===== src/rtl/core/block_rms_level_meter_defines.svh =====
// Assertion macros used by the level meter datapath.
`ifndef BLOCK_RMS_LEVEL_METER_DEFINES_SVH
`define BLOCK_RMS_LEVEL_METER_DEFINES_SVH

`ifndef ASSERT_OFF

`define RLM_ASSERT_IMPLY(label, clk, rst_n, ante, cons) \
    label: assert property (@(posedge clk) disable iff (!rst_n) (ante) |-> (cons)) \
        else $error("rlm: assertion failed");

`define RLM_ASSERT_NEXT(label, clk, rst_n, ante, cons) \
    label: assert property (@(posedge clk) disable iff (!rst_n) (ante) |=> (cons)) \
        else $error("rlm: assertion failed");

`else

`define RLM_ASSERT_IMPLY(label, clk, rst_n, ante, cons)

`define RLM_ASSERT_NEXT(label, clk, rst_n, ante, cons)

`endif

`endif


===== src/rtl/core/rlm_pkg.sv =====
package rlm_pkg;

    localparam int SAMPLE_W   = 24;
    localparam int HEIGHT_W   = 9;
    localparam int FC_W       = 13;
    localparam int CFG_IDX_W  = 3;
    localparam int CFG_DATA_W = 13;

    localparam int MAX_BLOCK_FRAMES = 8191;
    localparam int HEIGHT_SCALE     = 76;

    localparam int K2   = HEIGHT_SCALE * HEIGHT_SCALE;
    localparam int K2_W = $clog2(K2 + 1);

    // magnitude of a sample, its square and the block sum of squares
    localparam int MAG_W  = SAMPLE_W;
    localparam int SQS_W  = 2 * MAG_W - 1;
    localparam int SUM_W  = SQS_W + FC_W - 1;
    localparam int WORD_W = 32;
    localparam int SUM_HI_W = SUM_W - WORD_W;
    localparam int RLO_W  = WORD_W + K2_W;
    localparam int RHI_W  = SUM_HI_W + K2_W;
    localparam int RHS_W  = SUM_W + K2_W;

    // full-scale reference and trial height products
    localparam int M_BASE_W = 7;
    localparam int M_W      = M_BASE_W + 16;
    localparam int HM_W     = HEIGHT_W + M_W;
    localparam int HSQ_W    = 2 * HM_W;
    localparam int PROD_W   = WORD_W + FC_W;
    localparam int LHS_W    = WORD_W + PROD_W;
    localparam int BIT_W    = $clog2(HEIGHT_W);

    localparam logic [M_BASE_W-1:0] M_STEREO = 7'h7F;
    localparam logic [M_BASE_W-1:0] M_SINGLE = 7'h3F;

    localparam logic [CFG_IDX_W-1:0] CFG_LEFT_ENABLE   = 3'd0;
    localparam logic [CFG_IDX_W-1:0] CFG_RIGHT_ENABLE  = 3'd1;
    localparam logic [CFG_IDX_W-1:0] CFG_CHANNEL_COUNT = 3'd2;
    localparam logic [CFG_IDX_W-1:0] CFG_SAMPLE_BYTES  = 3'd3;
    localparam logic [CFG_IDX_W-1:0] CFG_BLOCK_FRAMES  = 3'd4;

    localparam logic [1:0] CHANNELS_STEREO = 2'd2;
    localparam logic [1:0] BYTES_ONE       = 2'd1;
    localparam logic [1:0] BYTES_TWO       = 2'd2;

    typedef enum logic [3:0] {
        ST_IDLE,
        ST_SQUARE,
        ST_ACCUM,
        ST_RHS_LO,
        ST_RHS_HI,
        ST_RHS_SUM,
        ST_HM,
        ST_SQ,
        ST_MUL_LO,
        ST_MUL_HI,
        ST_CMP,
        ST_OUT
    } state_t;

    typedef enum logic [3:0] {
        OP_NONE,
        OP_LOAD,
        OP_SQUARE,
        OP_ACCUM,
        OP_RHS_LO,
        OP_RHS_HI,
        OP_RHS_SUM,
        OP_HM,
        OP_SQ,
        OP_MUL_LO,
        OP_MUL_HI,
        OP_CMP,
        OP_EMIT
    } dp_op_t;

    typedef struct packed {
        logic block_done;
        logic bit_last;
        logic chan_last;
        logic out_free;
    } dp_status_t;

endpackage


===== src/rtl/core/rlm_ctrl.sv =====
module rlm_ctrl (
    input  logic                clk,
    input  logic                rst_n,
    input  logic                in_valid,
    output logic                in_ready,
    input  rlm_pkg::dp_status_t status,
    output rlm_pkg::dp_op_t     op
);

    rlm_pkg::state_t state_reg;
    rlm_pkg::state_t state_next;

    always_ff @(posedge clk or negedge rst_n)
    begin
        if (!rst_n)
        begin
            state_reg <= rlm_pkg::ST_IDLE;
        end
        else
        begin
            state_reg <= state_next;
        end
    end

    always_comb
    begin
        state_next = state_reg;
        case (state_reg)
            rlm_pkg::ST_IDLE:
            begin
                if (in_valid)
                begin
                    state_next = rlm_pkg::ST_SQUARE;
                end
            end
            rlm_pkg::ST_SQUARE:  state_next = rlm_pkg::ST_ACCUM;
            rlm_pkg::ST_ACCUM:
            begin
                state_next = status.block_done ? rlm_pkg::ST_RHS_LO : rlm_pkg::ST_IDLE;
            end
            rlm_pkg::ST_RHS_LO:  state_next = rlm_pkg::ST_RHS_HI;
            rlm_pkg::ST_RHS_HI:  state_next = rlm_pkg::ST_RHS_SUM;
            rlm_pkg::ST_RHS_SUM: state_next = rlm_pkg::ST_HM;
            rlm_pkg::ST_HM:      state_next = rlm_pkg::ST_SQ;
            rlm_pkg::ST_SQ:      state_next = rlm_pkg::ST_MUL_LO;
            rlm_pkg::ST_MUL_LO:  state_next = rlm_pkg::ST_MUL_HI;
            rlm_pkg::ST_MUL_HI:  state_next = rlm_pkg::ST_CMP;
            rlm_pkg::ST_CMP:
            begin
                if (!status.bit_last)
                begin
                    state_next = rlm_pkg::ST_HM;
                end
                else if (!status.chan_last)
                begin
                    state_next = rlm_pkg::ST_RHS_LO;
                end
                else
                begin
                    state_next = rlm_pkg::ST_OUT;
                end
            end
            rlm_pkg::ST_OUT:
            begin
                if (status.out_free)
                begin
                    state_next = rlm_pkg::ST_IDLE;
                end
            end
            default:             state_next = rlm_pkg::ST_IDLE;
        endcase
    end

    always_comb
    begin
        in_ready = 1'b0;
        op       = rlm_pkg::OP_NONE;
        case (state_reg)
            rlm_pkg::ST_IDLE:
            begin
                in_ready = 1'b1;
                op       = in_valid ? rlm_pkg::OP_LOAD : rlm_pkg::OP_NONE;
            end
            rlm_pkg::ST_SQUARE:  op = rlm_pkg::OP_SQUARE;
            rlm_pkg::ST_ACCUM:   op = rlm_pkg::OP_ACCUM;
            rlm_pkg::ST_RHS_LO:  op = rlm_pkg::OP_RHS_LO;
            rlm_pkg::ST_RHS_HI:  op = rlm_pkg::OP_RHS_HI;
            rlm_pkg::ST_RHS_SUM: op = rlm_pkg::OP_RHS_SUM;
            rlm_pkg::ST_HM:      op = rlm_pkg::OP_HM;
            rlm_pkg::ST_SQ:      op = rlm_pkg::OP_SQ;
            rlm_pkg::ST_MUL_LO:  op = rlm_pkg::OP_MUL_LO;
            rlm_pkg::ST_MUL_HI:  op = rlm_pkg::OP_MUL_HI;
            rlm_pkg::ST_CMP:     op = rlm_pkg::OP_CMP;
            rlm_pkg::ST_OUT:
            begin
                op = status.out_free ? rlm_pkg::OP_EMIT : rlm_pkg::OP_NONE;
            end
            default:             op = rlm_pkg::OP_NONE;
        endcase
    end

endmodule


===== config.mk =====
export PLATFORM = sky130hd
export DESIGN_NAME = rlm_ctrl
export DESIGN_NICKNAME = d
export VERILOG_FILES = /design/src/rtl/core/block_rms_level_meter_defines.svh /design/src/rtl/core/rlm_pkg.sv /design/src/rtl/core/rlm_ctrl.sv
export SDC_FILE = /design/constraint.sdc
export NUM_CORES = 1
export LEC_CHECK = 0
export BUFFER_PORTS_ARGS = -buffer_cell sky130_fd_sc_hd__buf_2
export CELL_PAD_IN_SITES_DETAIL_PLACEMENT = 0
export CELL_PAD_IN_SITES_GLOBAL_PLACEMENT = 1
export CORE_AREA = 8 8 45 47
export CTS_BUF_LIST = sky130_fd_sc_hd__clkbuf_4
export CTS_CLUSTER_SIZE = 20
export DETAILED_ROUTE_END_ITERATION = 6
export DIE_AREA = 0 0 53 55
export GPL_ROUTABILITY_DRIVEN = 0
export GPL_TIMING_DRIVEN = 0
export PLACE_DENSITY_LB_ADDON = 0.1
export SLEW_MARGIN = 20
export SYNTH_ARGS = -nofsm -noshare
export SYNTH_HDL_FRONTEND = slang
export SYNTH_SLANG_ARGS = --single-unit

===== constraint.sdc =====
create_clock -name clk -period 1.86 [get_ports clk]
set_clock_uncertainty 0.2 [all_clocks]
set_input_delay 0.186 -clock clk [delete_from_list [all_inputs] [get_ports clk]]
set_output_delay 0.186 -clock clk [all_outputs]
set_load 0.01 [all_outputs]

==> metrics.yaml, run 1 <==
die_x_um: 53
finalWirelength_um: 895
path_clk_slew_ns: 0.04
htree_levels: 1
utilization_pct: 33.6
crit_arrival_ns: 1.33
max-cap-violations: 0
post_cts_resized: 0
diodes: 0
via_count: 343
grt_max_degree: 11
core_um2: 1380
syn_inst: 39
cts_made_buffers: 3
peakVddDrop_mv: 0.669
synth-adder-area-share_pct: 0
r2r-start: "state_reg[3]$_DFFE_PN0P_"
largest_reg_flops: 4
path_cells: "buf_6 > nor2b_1 > o21ai_0 > o21ai_0 > buf_2"
io_pins: 12
grt_util_all_layers_pct: 7.00
setup_violations: 0
synth.yosys.seq_area_share_pct: 28.0
yosysTopAreaCell: "dfrtp_1"
status: "complete, no violations"
cp-start-kind: "flip-flop"
path_class: "reg -> out"
cp_slowest_cell: "dfrtp_1"
die-height_um: 55
post-route-period-util_pct: 92.4
cts.path.max_buffers: 2
yosysUniqueCellTypes: 23
clkLatencyLatePin_ns: 0.23
r2r_cells: 3
r2r-end: "state_reg[1]$_DFFE_PN0P_"
hold_path_class: "in -> async"
fmax_ghz: 0.582
endpoint: "op[3]"
drtAntennaViolNets: 0
synth_top_family_by_area: "compound AO/OA/AOI/OAI gates"
num_rows: 14
p_leak_nw: 0.212
root_buffer: "clkbuf_4"
post-synth-top-area-fraction_pct: 28.0
synth_area_leaders: "dfrtp_1 (28%), buf_6 (9.4%), a211oi_1 (6.3%)"
tightest_slew_ns: 0.256
synthXorXnorAreaFrac_pct: 2.45
synth-seq-cells: 4
grt_overflow_total: 0
critPathMostFrequentCell: "o21ai_0"
cts_tree: "yes"
drv_slew: 0
crit_start: "state_reg[3]$_DFFE_PN0P_"
firstDrtPassIters: 2
crit_path_max_incr_delay_ns: 0.39
crit_fanout: 10
syn-num-nets: 46
drt_iter0_drc: 4
fin_nets: 63
finalSetupTns_ns: 0
rsz0062_at_grt: "false"
cp-end-kind: "output pin"
dpl.hpwl_um: 698
rrSetupSlack_ns: 0.55
initial_utilization_pct: 25.9
synth_simple_gate_area_share_pct: 24.8
muxShareOfSynthArea_pct: 3.15
antenna_found_initial: 0
syn_area_per_cell_um2: 9.18
cp.required_ns: 1.47
fin_crit_ns: 1.72
syn_area_um2: 358
power_density_nw_per_um2: 1990
drive_gt1_share_pct: 38.9
slew_headroom_pct: 82.8
drcViolationCount: 0
yosys_warnings: 0
routedWlPerCell_um: 12.8
hold_viol_final: 0
viasPerCell: 4.90
grt_pass1_wl_um: 1500
syn2layout_area_growth_pct: 30.1
dieArea_um2: 2920
cts_sinks: 4
synth-compound-area-share_pct: 30.1
grt_pass1_vias: 361
io_buffers: 11
==> final cells by class <==
class / instances / area, um^2
Buffer: 4 / 41.3
Clock buffer: 3 / 22.5
Fill cell: 151 / 918
Multi-Input combinational cell: 31 / 216
Sequential cell: 4 / 100
Tap cell: 16 / 20.0
Timing Repair Buffer: 12 / 65.1
==> per-stage QoR <==
stage / cells / hold slack, ns / instance area [um^2] / power [mW] / setup slack (ns)
after CTS: 70 / 0.0903 / 465 / 0.944 / 0.118
final: 70 / 0.0867 / 465 / 0.927 / 0.142
after global placement: 66 / -0.210 / 433 / 0.822 / 0.393
after global routing: 70 / 0.0957 / 465 / 1.02 / 0.000274
after floorplan: 39 / -0.310 / 358 / 0.656 / 0.464
after detailed placement: 66 / -0.206 / 433 / 0.829 / 0.379
==> synth_stat cells <==
library cell / count
a211oi_1: 3
a21oi_1: 3
a22o_1: 1
and2b_1: 2
buf_4: 1
buf_6: 3
dfrtp_1: 4
mux2_2: 1
nand2_1: 2
nand2_4: 1
nand2b_1: 1
nor2_1: 1
nor2b_1: 3
nor4_1: 2
o21ai_0: 3
o22a_1: 1
o22ai_2: 1
o2bb2ai_1: 1
o31ai_1: 1
o32ai_1: 1
or2b_1: 1
or3_1: 1
xnor2_1: 1
==> cells by family (layout without fill, tap and decap cells) <==
family,Yosys count,in the layout
DFF,4,4
xor gates and xnor gates,1,1
muxes,1,1
and+or+nand+nor,14,14
AOI/OAI and AO/OA,15,15
buffers and inverters,4,19
==> how the worst min path moves through the flow <==
stage               slack [ns]  cells past startpoint                        to  startpoint
floorplan                -0.31                      0  state_reg[0]$_DFFE_PN0P_       rst_n
global placement         -0.21                      1  state_reg[3]$_DFFE_PN0P_       rst_n
detailed placement       -0.21                      1  state_reg[2]$_DFFE_PN0P_       rst_n
CTS                       0.09                      2  state_reg[3]$_DFFE_PN0P_       rst_n
global route               0.1                      2  state_reg[0]$_DFFE_PN0P_       rst_n
finish                    0.09                      2  state_reg[2]$_DFFE_PN0P_       rst_n
==> critical path, delay by kind of cell (launching register included) <==
kind | cells | cell delay [ns]
buffers and inverters | 2 | 0.31
AO/OA/AOI/OAI | 2 | 0.19
AND/OR/NAND/NOR | 1 | 0.21
flip-flops | 1 | 0.39
==> power breakdown <==
group,leakage [nW],switching (mW),internal [mW]
sequential,0.0491,0.0324,0.134
combinational,0.149,0.340,0.314
clock,0.0138,0.0342,0.0721
==> cells in the final DEF (no fill, tap or decap) <==
master / netlist / final
buf_2: 0 / 11
dfrtp_1: 4 / 4
buf_6: 3 / 3
nor2b_1: 3 / 3
a21oi_1: 3 / 3
a211oi_1: 3 / 3
o21ai_0: 3 / 3
clkbuf_4: 0 / 3
and2b_1: 2 / 2
nand2_1: 2 / 2
nor4_1: 2 / 2
buf_4: 1 / 1
nand2_4: 1 / 1
o31ai_1: 1 / 1
xnor2_1: 1 / 1
nand2b_1: 1 / 1
nor2_1: 1 / 1
or3_1: 1 / 1
o22a_1: 1 / 1
or2b_1: 1 / 1
o32ai_1: 1 / 1
o2bb2ai_1: 1 / 1
a22o_1: 1 / 1
mux2_2: 1 / 1
o22ai_2: 1 / 1
dlygate4sd3_1: 0 / 1
==> metal layers <==
layer,share of wire (%),track usage (%)
met5,0,0
met4,0,3.88
met3,8.3,2.94
met2,49,10.7
met1,43,8.08
==> what timing repair did <==
action	CTS	global route
hold buffers	1	0
buffers inserted	0	0
hold endpoints to repair	4	0
Power figures use the tool's default switching activity.
==> run 2, diff against run 1 <==
--- a/config.mk
+++ b/config.mk
@@ -18,2 +18,4 @@
 export PLACE_DENSITY_LB_ADDON = 0.1
+export REMOVE_ABC_BUFFERS = 1
+export SKIP_CTS_REPAIR_TIMING = 1
 export SLEW_MARGIN = 20
--- a/constraint.sdc
+++ b/constraint.sdc
@@ -4,2 +4,2 @@
 set_output_delay 0.186 -clock clk [all_outputs]
-set_load 0.01 [all_outputs]
+set_load 0.005 [all_outputs]
==> run 2 against run 1 <==
Hold slack got worse by 0.0051 ns. Clock-buffer cell count did not move. Routed wire length rose by 8.7%. Critical path type unchanged. Combinational power fell by 37%.
==> metrics.yaml, run 2 (synthesis gave the netlist of run 1 again) <==
fin_nets: 59  # -6.3%
via_count: 336  # -2.0%
post-route-period-util_pct: 93.2  # +0.87 points
path_class: "reg -> out"
drcViolationCount: 0  # unchanged
cp-end-kind: "output pin"
viasPerCell: 5.09  # +3.9%
hold_viol_final: 0  # unchanged
grt_max_degree: 14  # +3
fin_crit_ns: 1.73  # +0.0161 ns
cp.required_ns: 1.47  # about the same
cts.path.max_buffers: 2  # unchanged
path_clk_slew_ns: 0.04  # about the same
internal_power_uw: 446  # -14%
drt_iter0_drc: 5  # +1
max-cap-violations: 0  # unchanged
antenna_found_initial: 0  # unchanged
tightest_slew_ns: 0.422  # +0.166 ns
dpl.hpwl_um: 672  # -3.7%
core_um2: 1380  # unchanged
grt_overflow_total: 0  # unchanged
rsz0062_at_grt: "false"
firstDrtPassIters: 4  # +2
cts_tree: "yes"
syn2layout_area_growth_pct: 19.2
io_buffers: 11  # unchanged
p_leak_nw: 0.186  # -12%
crit_fanout: 10  # unchanged
peakVddDrop_mv: 0.507  # -24%
power.clock.fraction_pct: 13.4  # +1.9 points
cts_sinks: 4  # unchanged
grt_pass1_vias: 341  # -5.5%
grt_pass1_wl_um: 1530  # +1.8%
drv_slew: 0  # unchanged
diodes: 0  # unchanged
num_rows: 14  # unchanged
largest_reg_flops: 4  # unchanged
htree_levels: 1  # unchanged
path_cells: "nand2_4 > o31ai_1 > buf_2"
grt_util_all_layers_pct: 7.73  # +0.72 points
io_pins: 12  # unchanged
p_sw_uw: 369  # -9.3%
clkLatencyLatePin_ns: 0.24  # about the same
status: "complete, no violations"
power_density_nw_per_um2: 1910  # -4.0%
finalSetupTns_ns: 0  # unchanged
cts_made_buffers: 3  # unchanged
p_sw_share_pct: 45.2  # +1.4 points
crit_arrival_ns: 1.35  # +0.02 ns
drtAntennaViolNets: 0  # unchanged
finalPower_uw: 815  # -12%
die-height_um: 55  # unchanged
cp_slowest_cell: "dfrtp_1"
slew_headroom_pct: 71.9  # -11 points
crit_path_max_incr_delay_ns: 0.59  # +0.20 ns
combPwrFrac_pct: 50.9  # -20 points
pwr-share-seq_pct: 35.8  # +18 points
finalWirelength_um: 973  # +8.7%
initial_utilization_pct: 25.9  # unchanged
cp-start-kind: "flip-flop"
routedWlPerCell_um: 14.7  # +15%
dieArea_um2: 2920  # unchanged
setup_violations: 0  # unchanged
r2r-start: "state_reg[1]$_DFFE_PN0P_"
hold_path_class: "in -> async"
crit_start: "state_reg[0]$_DFFE_PN0P_"
fmax_ghz: 0.577  # -0.93%
die_x_um: 53  # unchanged
drive_gt1_share_pct: 38.0  # -0.89 points
final_common_cell: "buf_2"
root_buffer: "clkbuf_4"
[run 2: cell count changes in the layout (fill, tap and decap cells not counted)]
cell	previous run	this run
buf_4	1	0
buf_6	3	0
dfrtp_1	4	2
dfrtp_2	0	2
[run 2: per-stage QoR]
step           worst slack, ns  area, um^2  utilization (%)  instances  hold slack [ns]
3_5_place_dp             0.304         392             28.3         62           -0.209
3_3_place_gp             0.358         392             28.3         62           -0.214
4_1_cts                 0.0408         414             29.9         65           -0.471
2_1_floorplan            0.499         317                -         35           -0.310
5_1_grt                0.00466         427             30.8         66           0.0842
6_report                 0.126         427             30.8         66           0.0817
[run 2: worst max-delay path, delay by kind of cell (launching register included)]
| family | cells | cell delay, ns |
|---|---|---|
| AOI/OAI and AO/OA | 1 | 0.24 |
| buffers and inverters | 1 | 0.15 |
| DFF | 1 | 0.59 |
| and+or+nand+nor | 1 | 0.12 |
[run 2: layout make-up]
type                            count  area [um^2]
Tap cell                           16         20.0
Fill cell                         158          957
Sequential cell                     4          103
Clock buffer                        3         22.5
Multi-Input combinational cell     31          216
Timing Repair Buffer               12         65.1
[run 2: final timing paths]
path / to / slack [ns] / depth (start not counted)
setup reg to reg: state_reg[0]$_DFFE_PN0P_ / 0.38 / 3
setup / recovery: op[2] / 0.13 / 3
max in group asynchronous: state_reg[3]$_DFFE_PN0P_ / 1.25 / 2
hold reg to reg: state_reg[2]$_DFFE_PN0P_ / 0.45 / 1
hold / removal: state_reg[0]$_DFFE_PN0P_ / 0.08 / 2
min in group clk: state_reg[0]$_DFFE_PN0P_ / 0.14 / 3
[run 2: metal layers]
layer	global-route usage [%]	wire length, um
met1	7.96	449
met2	10.5	445
met3	3.74	78
met4	9.05	0
met5	0	0
[run 2: power groups by stage]
stage | Combinational (mW) | Sequential [mW] | Clock [mW]
floorplan | 0.292 | 0.241 | 0
detailed placement | 0.418 | 0.285 | 0
global placement | 0.415 | 0.276 | 0
global route | 0.470 | 0.311 | 0.120
CTS | 0.420 | 0.285 | 0.116
finish | 0.415 | 0.292 | 0.109
